### src/rtl/tfsl_pkg.sv
package tfsl_pkg;

  localparam int unsigned BYTE_W   = 8;
  localparam int unsigned OFFS_W   = 48;
  localparam int unsigned WORD_W   = 64;
  localparam int unsigned COUNT_W  = 6;
  localparam int unsigned VIDX_W   = 3;
  localparam int unsigned SHIFT_W  = 7;

  localparam logic [COUNT_W-1:0] WINDOW_LEN   = 6'd40;
  localparam logic [COUNT_W-1:0] COUNT_MAX    = 6'd63;
  localparam logic [VIDX_W-1:0]  VARINT_COUNT = 3'd4;
  localparam logic [VIDX_W-1:0]  VIDX_OFFSET  = 3'd2;
  localparam logic [VIDX_W-1:0]  VIDX_SIZE    = 3'd3;
  localparam logic [SHIFT_W-1:0] DIGIT_BITS   = 7'd7;
  localparam logic [SHIFT_W-1:0] SHIFT_LIMIT  = 7'd64;

  localparam logic [WORD_W-1:0]  WINDOW_LEN_W = 64'd40;
  localparam logic [WORD_W-1:0]  SIG_LEN_W    = 64'd8;
  localparam logic [WORD_W-1:0]  OFFSET_LIMIT = 64'h0000_0100_0000_0000;
  localparam logic [OFFS_W-1:0]  MAX_SIZE_RST = 48'd2147483648;

  typedef enum logic [2:0] {
    ST_OK     = 3'd0,
    ST_OFFSET = 3'd1,
    ST_WINDOW = 3'd2,
    ST_VARINT = 3'd3,
    ST_HANDLE = 3'd4,
    ST_START  = 3'd5,
    ST_SIZE   = 3'd6
  } status_t;

endpackage

### src/rtl/tfsl_if.sv
// footer byte channel
interface tfsl_in_if import tfsl_pkg::*; ();
  logic              valid;
  logic              ready;
  logic [BYTE_W-1:0] data_byte;
  logic              window_last;
  logic [OFFS_W-1:0] sig_offset;

  modport source (output valid, output data_byte, output window_last,
                  output sig_offset, input ready);
  modport sink (input valid, input data_byte, input window_last,
                input sig_offset, output ready);
endinterface

// result channel
interface tfsl_out_if import tfsl_pkg::*; ();
  logic              valid;
  logic              ready;
  logic [2:0]        status;
  logic [OFFS_W-1:0] backscan;
  logic [OFFS_W-1:0] file_size;

  modport source (output valid, output status, output backscan,
                  output file_size, input ready);
  modport sink (input valid, input status, input backscan,
                input file_size, output ready);
endinterface

### src/rtl/table_footer_start_locator.sv
// Table footer start locator.
// footer: one footer byte per word, in window order; window_last marks the
//   40th byte and sig_offset (signature byte offset) is sampled with it.
// result: one word per window, issued for each word with window_last set:
//   status, backscan (signature minus file start) and file_size; both
//   distances read zero unless status is ok.
// cfg_wr_en / cfg_wr_data: writes max_size, the largest accepted file size.
//   Write only while no window is in flight.
// Throughput: one footer byte per clock while footer.ready is high. Each
//   byte is decoded when accepted (varint shift/or into a 64-bit accumulator).
// Pipeline: the last byte of a window is captured in the window record
//   register; the checks then run through four more registered stages
//   (sum, start, distances, size compare), each one wide add or compare.
// Stall: every stage holds while the one after it is full and holding,
//   so bytes keep flowing while a result waits; footer.ready drops only
//   when the whole check pipeline is full behind a stalled result.
// Reset: decode state clears, all stages empty, max_size = 2^31.
module table_footer_start_locator import tfsl_pkg::*; (
  input  logic              clk,
  input  logic              rst,
  tfsl_in_if.sink           footer,
  tfsl_out_if.source        result,
  input  logic              cfg_wr_en,
  input  logic [OFFS_W-1:0] cfg_wr_data
);

  // configuration
  logic [OFFS_W-1:0] max_size;

  always_ff @(posedge clk) begin
    if (rst) begin
      max_size <= MAX_SIZE_RST;
    end else if (cfg_wr_en) begin
      max_size <= cfg_wr_data;
    end
  end

  // ---------------------------------------------------------------
  // Varint decode state
  // ---------------------------------------------------------------
  logic [COUNT_W-1:0] byte_count, byte_count_next;
  logic [VIDX_W-1:0]  varint_index, varint_index_next;
  logic [SHIFT_W-1:0] bit_shift, bit_shift_next;
  logic [WORD_W-1:0]  accumulator, accumulator_next;
  logic [WORD_W-1:0]  index_offset, index_offset_next;
  logic [WORD_W-1:0]  index_size, index_size_next;
  logic               varint_error, varint_error_next;

  logic               in_accept;
  logic               last_accept;
  logic               decode_en;
  logic [WORD_W-1:0]  acc_or;
  logic [SHIFT_W-1:0] shift_add;

  // pipeline handshake
  logic v1, v2, v3, v4, vo;
  logic rdy1, rdy2, rdy3, rdy4, rdyo;

  assign rdyo = !vo || result.ready;
  assign rdy4 = !v4 || rdyo;
  assign rdy3 = !v3 || rdy4;
  assign rdy2 = !v2 || rdy3;
  assign rdy1 = !v1 || rdy2;

  assign footer.ready = rdy1;
  assign in_accept    = footer.valid && footer.ready;
  assign last_accept  = in_accept && footer.window_last;

  // bytes past the 40th, after an error or after the fourth varint
  // only count
  assign decode_en = (byte_count < WINDOW_LEN) && !varint_error &&
                     (varint_index < VARINT_COUNT);
  assign acc_or    = accumulator | (WORD_W'(footer.data_byte[6:0]) << bit_shift);
  assign shift_add = bit_shift + DIGIT_BITS;

  always_comb begin
    byte_count_next   = byte_count;
    varint_index_next = varint_index;
    bit_shift_next    = bit_shift;
    accumulator_next  = accumulator;
    index_offset_next = index_offset;
    index_size_next   = index_size;
    varint_error_next = varint_error;
    if (decode_en) begin
      if (!footer.data_byte[7]) begin
        if (varint_index == VIDX_OFFSET) begin
          index_offset_next = acc_or;
        end else if (varint_index == VIDX_SIZE) begin
          index_size_next = acc_or;
        end
        varint_index_next = varint_index + 3'd1;
        accumulator_next  = '0;
        bit_shift_next    = '0;
      end else begin
        accumulator_next  = acc_or;
        bit_shift_next    = shift_add;
        varint_error_next = (shift_add >= SHIFT_LIMIT);
      end
    end
    if (byte_count < COUNT_MAX) begin
      byte_count_next = byte_count + 6'd1;
    end
  end

  always_ff @(posedge clk) begin
    if (rst || last_accept) begin
      byte_count   <= '0;
      varint_index <= '0;
      bit_shift    <= '0;
      accumulator  <= '0;
      index_offset <= '0;
      index_size   <= '0;
      varint_error <= 1'b0;
    end else if (in_accept) begin
      byte_count   <= byte_count_next;
      varint_index <= varint_index_next;
      bit_shift    <= bit_shift_next;
      accumulator  <= accumulator_next;
      index_offset <= index_offset_next;
      index_size   <= index_size_next;
      varint_error <= varint_error_next;
    end
  end

  // ---------------------------------------------------------------
  // Stage 1: window record with offset, length and varint checks
  // ---------------------------------------------------------------
  status_t           st1;
  logic [OFFS_W-1:0] off1;
  logic [WORD_W-1:0] io1, is1;
  status_t           st1_next;

  always_comb begin
    priority if (footer.sig_offset < OFFS_W'(WINDOW_LEN)) begin
      st1_next = ST_OFFSET;
    end else if (byte_count_next != WINDOW_LEN) begin
      st1_next = ST_WINDOW;
    end else if (varint_error_next || varint_index_next < VARINT_COUNT) begin
      st1_next = ST_VARINT;
    end else begin
      st1_next = ST_OK;
    end
  end

  always_ff @(posedge clk) begin
    if (rst) begin
      v1 <= 1'b0;
    end else if (rdy1) begin
      v1 <= last_accept;
    end
  end

  always_ff @(posedge clk) begin
    if (rdy1 && last_accept) begin
      st1  <= st1_next;
      off1 <= footer.sig_offset;
      io1  <= index_offset_next;
      is1  <= index_size_next;
    end
  end

  // ---------------------------------------------------------------
  // Stage 2: handle check, index end and signature base
  // ---------------------------------------------------------------
  status_t           st2;
  logic [OFFS_W-1:0] off2;
  logic [WORD_W-1:0] sum2, base2;

  always_ff @(posedge clk) begin
    if (rst) begin
      v2 <= 1'b0;
    end else if (rdy2) begin
      v2 <= v1;
    end
  end

  always_ff @(posedge clk) begin
    if (rdy2 && v1) begin
      if (st1 == ST_OK && (is1 == '0 || io1 > OFFSET_LIMIT)) begin
        st2 <= ST_HANDLE;
      end else begin
        st2 <= st1;
      end
      off2  <= off1;
      sum2  <= io1 + is1;
      base2 <= WORD_W'(off1) - WINDOW_LEN_W;
    end
  end

  // ---------------------------------------------------------------
  // Stage 3: file start
  // ---------------------------------------------------------------
  status_t           st3;
  logic [OFFS_W-1:0] off3;
  logic [WORD_W-1:0] start3;

  always_ff @(posedge clk) begin
    if (rst) begin
      v3 <= 1'b0;
    end else if (rdy3) begin
      v3 <= v2;
    end
  end

  always_ff @(posedge clk) begin
    if (rdy3 && v2) begin
      st3    <= st2;
      off3   <= off2;
      start3 <= base2 - sum2;
    end
  end

  // ---------------------------------------------------------------
  // Stage 4: start range check, distances
  // ---------------------------------------------------------------
  status_t           st4;
  logic [WORD_W-1:0] bs4, size4;
  logic [WORD_W-1:0] off3_w;

  assign off3_w = WORD_W'(off3);

  always_ff @(posedge clk) begin
    if (rst) begin
      v4 <= 1'b0;
    end else if (rdy4) begin
      v4 <= v3;
    end
  end

  always_ff @(posedge clk) begin
    if (rdy4 && v3) begin
      if (st3 == ST_OK && (start3[WORD_W-1] || start3 >= off3_w)) begin
        st4 <= ST_START;
      end else begin
        st4 <= st3;
      end
      bs4   <= off3_w - start3;
      size4 <= off3_w + SIG_LEN_W - start3;
    end
  end

  // ---------------------------------------------------------------
  // Output register: size limit, final status
  // ---------------------------------------------------------------
  status_t           st_out;
  logic [OFFS_W-1:0] bs_out, size_out;

  always_ff @(posedge clk) begin
    if (rst) begin
      vo <= 1'b0;
    end else if (rdyo) begin
      vo <= v4;
    end
  end

  always_ff @(posedge clk) begin
    if (rdyo && v4) begin
      if (st4 == ST_OK && size4 > WORD_W'(max_size)) begin
        st_out   <= ST_SIZE;
        bs_out   <= '0;
        size_out <= '0;
      end else if (st4 == ST_OK) begin
        st_out   <= ST_OK;
        bs_out   <= bs4[OFFS_W-1:0];
        size_out <= size4[OFFS_W-1:0];
      end else begin
        st_out   <= st4;
        bs_out   <= '0;
        size_out <= '0;
      end
    end
  end

  assign result.valid     = vo;
  assign result.status    = st_out;
  assign result.backscan  = bs_out;
  assign result.file_size = size_out;

`ifndef SYNTH
  // an accepted file always ends 8 bytes past the signature start
  a_size_vs_backscan: assert property (@(posedge clk) disable iff (rst)
    result.valid && result.status == ST_OK |->
      result.file_size == result.backscan + 48'd8)
    else $error("file_size does not match backscan");

  // rejected windows report zero distances
  a_reject_zero: assert property (@(posedge clk) disable iff (rst)
    result.valid && result.status != ST_OK |->
      result.backscan == '0 && result.file_size == '0)
    else $error("nonzero distance on rejected window");

  // decode state clears after the window's last byte
  a_window_clear: assert property (@(posedge clk) disable iff (rst)
    last_accept |=> byte_count == '0 && varint_index == '0 && !varint_error)
    else $error("decode state not cleared after window end");

  // at most four varints are ever counted
  a_vidx_range: assert property (@(posedge clk) disable iff (rst)
    varint_index <= VARINT_COUNT)
    else $error("varint index overran");
`endif

endmodule

### src/flat_wrapper.sv
// flat-port wrapper written by rule: the top's interface ports become plain ports
module table_footer_start_locator_flat import tfsl_pkg::*;
  (clk, rst, cfg_wr_en, cfg_wr_data, footer_valid, footer_data_byte, footer_window_last, footer_sig_offset, footer_ready, result_valid, result_status, result_backscan, result_file_size, result_ready);
  tfsl_in_if footer_i ();
  tfsl_out_if result_i ();
  input  logic clk;
  input  logic rst;
  input  logic cfg_wr_en;
  input  logic [OFFS_W-1:0] cfg_wr_data;
  input wire logic [$bits(footer_i.valid)-1:0] footer_valid;
  input wire logic [$bits(footer_i.data_byte)-1:0] footer_data_byte;
  input wire logic [$bits(footer_i.window_last)-1:0] footer_window_last;
  input wire logic [$bits(footer_i.sig_offset)-1:0] footer_sig_offset;
  output wire logic [$bits(footer_i.ready)-1:0] footer_ready;
  output wire logic [$bits(result_i.valid)-1:0] result_valid;
  output wire logic [$bits(result_i.status)-1:0] result_status;
  output wire logic [$bits(result_i.backscan)-1:0] result_backscan;
  output wire logic [$bits(result_i.file_size)-1:0] result_file_size;
  input wire logic [$bits(result_i.ready)-1:0] result_ready;
  assign footer_i.valid = footer_valid;
  assign footer_i.data_byte = footer_data_byte;
  assign footer_i.window_last = footer_window_last;
  assign footer_i.sig_offset = footer_sig_offset;
  assign footer_ready = footer_i.ready;
  assign result_valid = result_i.valid;
  assign result_status = result_i.status;
  assign result_backscan = result_i.backscan;
  assign result_file_size = result_i.file_size;
  assign result_i.ready = result_ready;
  table_footer_start_locator u_core (.clk(clk), .rst(rst), .footer(footer_i), .result(result_i), .cfg_wr_en(cfg_wr_en), .cfg_wr_data(cfg_wr_data));
endmodule
### config.mk
export PLATFORM = sky130hd
export DESIGN_NAME = table_footer_start_locator_flat
export DESIGN_NICKNAME = d
export VERILOG_FILES = /design/src/rtl/tfsl_pkg.sv /design/src/rtl/tfsl_if.sv /design/src/rtl/table_footer_start_locator.sv /design/src/flat_wrapper.sv
export SDC_FILE = /design/constraint.sdc
export NUM_CORES = 2
export LEC_CHECK = 0
export BUFFER_PORTS_ARGS = -buffer_cell sky130_fd_sc_hd__buf_2
export CAP_MARGIN = 25
export CORE_MARGIN = 3
export CORE_UTILIZATION = 60
export CTS_CLUSTER_DIAMETER = 200
export DETAILED_ROUTE_END_ITERATION = 8
export GPL_ROUTABILITY_DRIVEN = 0
export PLACE_DENSITY_LB_ADDON = 0.1
export SYNTH_ARGS = -nofsm -noshare
export SYNTH_HDL_FRONTEND = slang
export SYNTH_SLANG_ARGS = --single-unit
export TNS_END_PERCENT = 100
### constraint.sdc
create_clock -name clk -period 31.8 [get_ports clk]
set_input_delay 1.59 -clock clk [delete_from_list [all_inputs] [get_ports clk]]
set_output_delay 1.59 -clock clk [all_outputs]
set_load 0.03 [all_outputs]
==> key figures <==
Cells and area
  • Layout cells sized above 1: between 8 and 9%
  • Final instance area: around 54,000 sq um
  • Fill count: just over 6,000
  • Most frequent cells in the layout: edfxtp_1, nand2_1, a21oi_1
  • Nets@finish: approximately 5,300
  • Commonest non-fill, non-tap cell in the layout: edfxtp_1
  • Synth-to-layout area growth: 10.78%

Pwr
  • P_leak: around 0.021 uW
  • Worst vdd ir: roughly 0.046 mV
  • Pwr per Cell Area: 49.61 nW/um^2
  • Total power: approximately 2700 uW

Route
  • Routed vias/inst: around 5.7
  • Routed wire length: roughly 110,000 microns
  • 1st-iter DRT viols: approximately 2,300
  • TritonRoute pass-1 iters: 6
  • DRC Markers: 0
  • Drt wl/cell: roughly 18 microns
  • Vias: between 30,000 and 40,000
  • Antenna-violating nets left: 0

Floorplan
  • Die Height: 290.7 microns
  • Initial core utilization: 61.04%
  • # rows: between 100 and 150
  • Die area: between 80,000 and 90,000 sq um
  • IO Count: roughly 210
  • Placeable core area: 79,640 sq um
  • Die span in x: around 290 microns

CTS
  • Total clock sinks: slightly above 900
  • CTS Buffer Depth: 3
  • Cts repair resizes: 0
  • Clock root cell: clkbuf_16
  • TritonCTS clock tree: built
  • Post-CTS Setup Bufs: 0
  • Post-CTS Hold Fix Bufs: 0
  • Clock transition at path regs: 60 ps
  • Worst-skew pair later-pin latency: ~700 ps
  • H-tree levels: 3
  • CTS Buf Count: 96

STA
  • Least-Margin Pin Slew: about 940 ps
  • Final Hold Fails: 0
  • Final min period: between 5000 and 6000 ps
  • Final setup fails: 0
  • Final setup slack of the worst path: about 27,000 ps
  • Setup Skew: approximately 51 ps
  • Pins Over Slew Limit: 0
  • Setup TNS Final: 0 ps
  • RSZ-0062 raised after global routing: no
  • Fin crit share: approximately 16%
  • Slew HR: 35.70%
  • Max Freq: roughly 0.20 GHz

Yosys
  • Yosys reg bits: 926
  • Seq/Total Area, Yosys: between 50 and 60%
  • Number of enable flip-flop cells after synthesis: 664
  • Synthesized area per cell: 10.34 sq um
  • Post-Syn Instances: between 4,000 and 5,000
  • Yosys warns: 0
  • Syn Nets: between 5,000 and 6,000
  • Yosys cell types: a little over 80
  • Synth async-reset ratio: 0%
  • Top_reg_cell synth: edfxtp_1
  • Cell Area, Synth: 48,620 sq um

Run
  • Max-cap violations: 0

Global routing
  • Vias in the first global route: about 33,000
  • Total GRT Usage: between 20% and 30%
  • Initial antenna violation count: 2
  • Global route overflow: 0
  • First-pass GRT wire length: about 170,000 microns
  • Pin count of the biggest net entering global routing: ~110

Critical path
  • Worst Path Max Fanout: 5
  • Critical path data arrival time: 3490 ps
  • CP Data Required Time: between 30,000 and 40,000 ps
  • Crit Path Class: in -> out
  • Critical Path Source Type: input port
  • CP Capture Type: primary output

Status
  • Status: finished, final reports clean

Placed design
  • Dpl hpwl: just over 80,000 microns
  • Pre-CTS setup slack: about 26,000 ps
  • Port bufs: 210
  • Post-placement cell area: slightly above 50,000 sq um

Min path
  • Min-Delay Path Class: reg -> reg
## synth_stat cells (54+ instances only)
| library cell | instances | share of area [%] |
|---|---|---|
| xnor2_1 | 166 | 3.0 |
| nand3_1 | 54 | 0.56 |
| nor3_1 | 122 | 1.3 |
| nor4_1 | 67 | 0.86 |
| a21oi_1 | 416 | 4.3 |
| inv_1 | 340 | 2.6 |
| and2_1 | 113 | 1.5 |
| nand4_1 | 63 | 0.81 |
| o21ai_0 | 259 | 2.7 |
| edfxtp_1 | 664 | 41 |
| ha_1 | 325 | 8.4 |
| nand2_1 | 565 | 4.4 |
| nor2_1 | 314 | 2.4 |
| xor2_1 | 105 | 1.9 |
| clkbuf_1 | 136 | 1.1 |
| dfxtp_1 | 262 | 11 |
| a21o_1 | 119 | 1.8 |
| mux2i_1 | 67 | 1.4 |
## cell type report
type                       count  area (sq um)  share of cell area (%)
clock inverter                59         739.5                   1.373
timing repair buffer         232          1229                   2.281
inverter                     340          1281                   2.379
multi-input combinational   3254         21530                   39.97
sequential                   926         25180                   46.76
antenna                        1         2.502                0.004646
clock buffer                 122          2580                   4.790
tap                         1050          1314                   2.439
## kinds of logic (layout without fill, tap and decap cells)
group	after synthesis	after routing	share of synthesized area [%]
AO/OA/AOI/OAI	1072	1072	13.29
XOR/XNOR	271	271	4.882
adder cells (fa/ha/maj)	373	373	10.34
buffers and inverters	522	753	4.071
flip-flops	926	926	51.80
multiplexers	76	76	1.588
other	0	1	0
AND/OR/NAND/NOR	1462	1462	14.02
## flip-flops by register name, summed over array words and instances (netlist names), 6 cells and up
register / count
u_core.index_offset: 64
u_core.index_size: 64
u_core.accumulator: 64
u_core.bit_shift: 7
u_core.off1: 48
u_core.off3: 48
u_core.max_size: 48
u_core.is1: 64
u_core.bs4: 48
u_core.start3: 64
u_core.off2: 45
u_core.sum2: 64
u_core.result.backscan: 46
u_core.base2: 49
u_core.size4: 62
u_core.result.file_size: 48
u_core.io1: 64
u_core.byte_count: 6
## power breakdown
part	switching (uW)	internal, uW
combinational	117	65.4
sequential	19.3	1320
clock	479	673
## critical path, cell delays in order
cell and delay, ps:
buf_2 100, nor2b_1 470, and3_1 500, nand3_1 480
buf_2 350
## layer usage
layer | wire length (microns) | up-vias | global-route usage, % | part of all wire (%)
met4 | 4031 | 2 | 9.028 | 3.7
li1 | - | 17000 | - | -
met1 | 48890 | 16160 | 34.42 | 45
met3 | 5474 | 215 | 3.492 | 5.0
met2 | 51060 | 1020 | 41.80 | 47
met5 | 13 | - | 0 | 0.012
## stage by stage
stage	cells	util, %	hold slack, ps
2_1_floorplan	4702	-	400.3
3_3_place_gp	5801	63.43	401.5
3_5_place_dp	5801	63.43	404.5
4_1_cts	5982	67.60	383.8
5_1_grt	5984	67.62	385.0
6_report	5984	67.62	384.1
## worst paths after layout
| check | startpoint | to | slack [ps] | depth (start not counted) |
|---|---|---|---|---|
| setup reg to reg | u_core.start3[1] | u_core.size4[63] | 27330 | 15 |
| hold / removal | u_core.off2[45] | u_core.off3[45] | 380 | 0 |
| hold reg to reg | u_core.off2[45] | u_core.off3[45] | 380 | 0 |
| setup / recovery | result_ready | footer_ready | 26720 | 5 |
(Power assumes the default switching activity.)
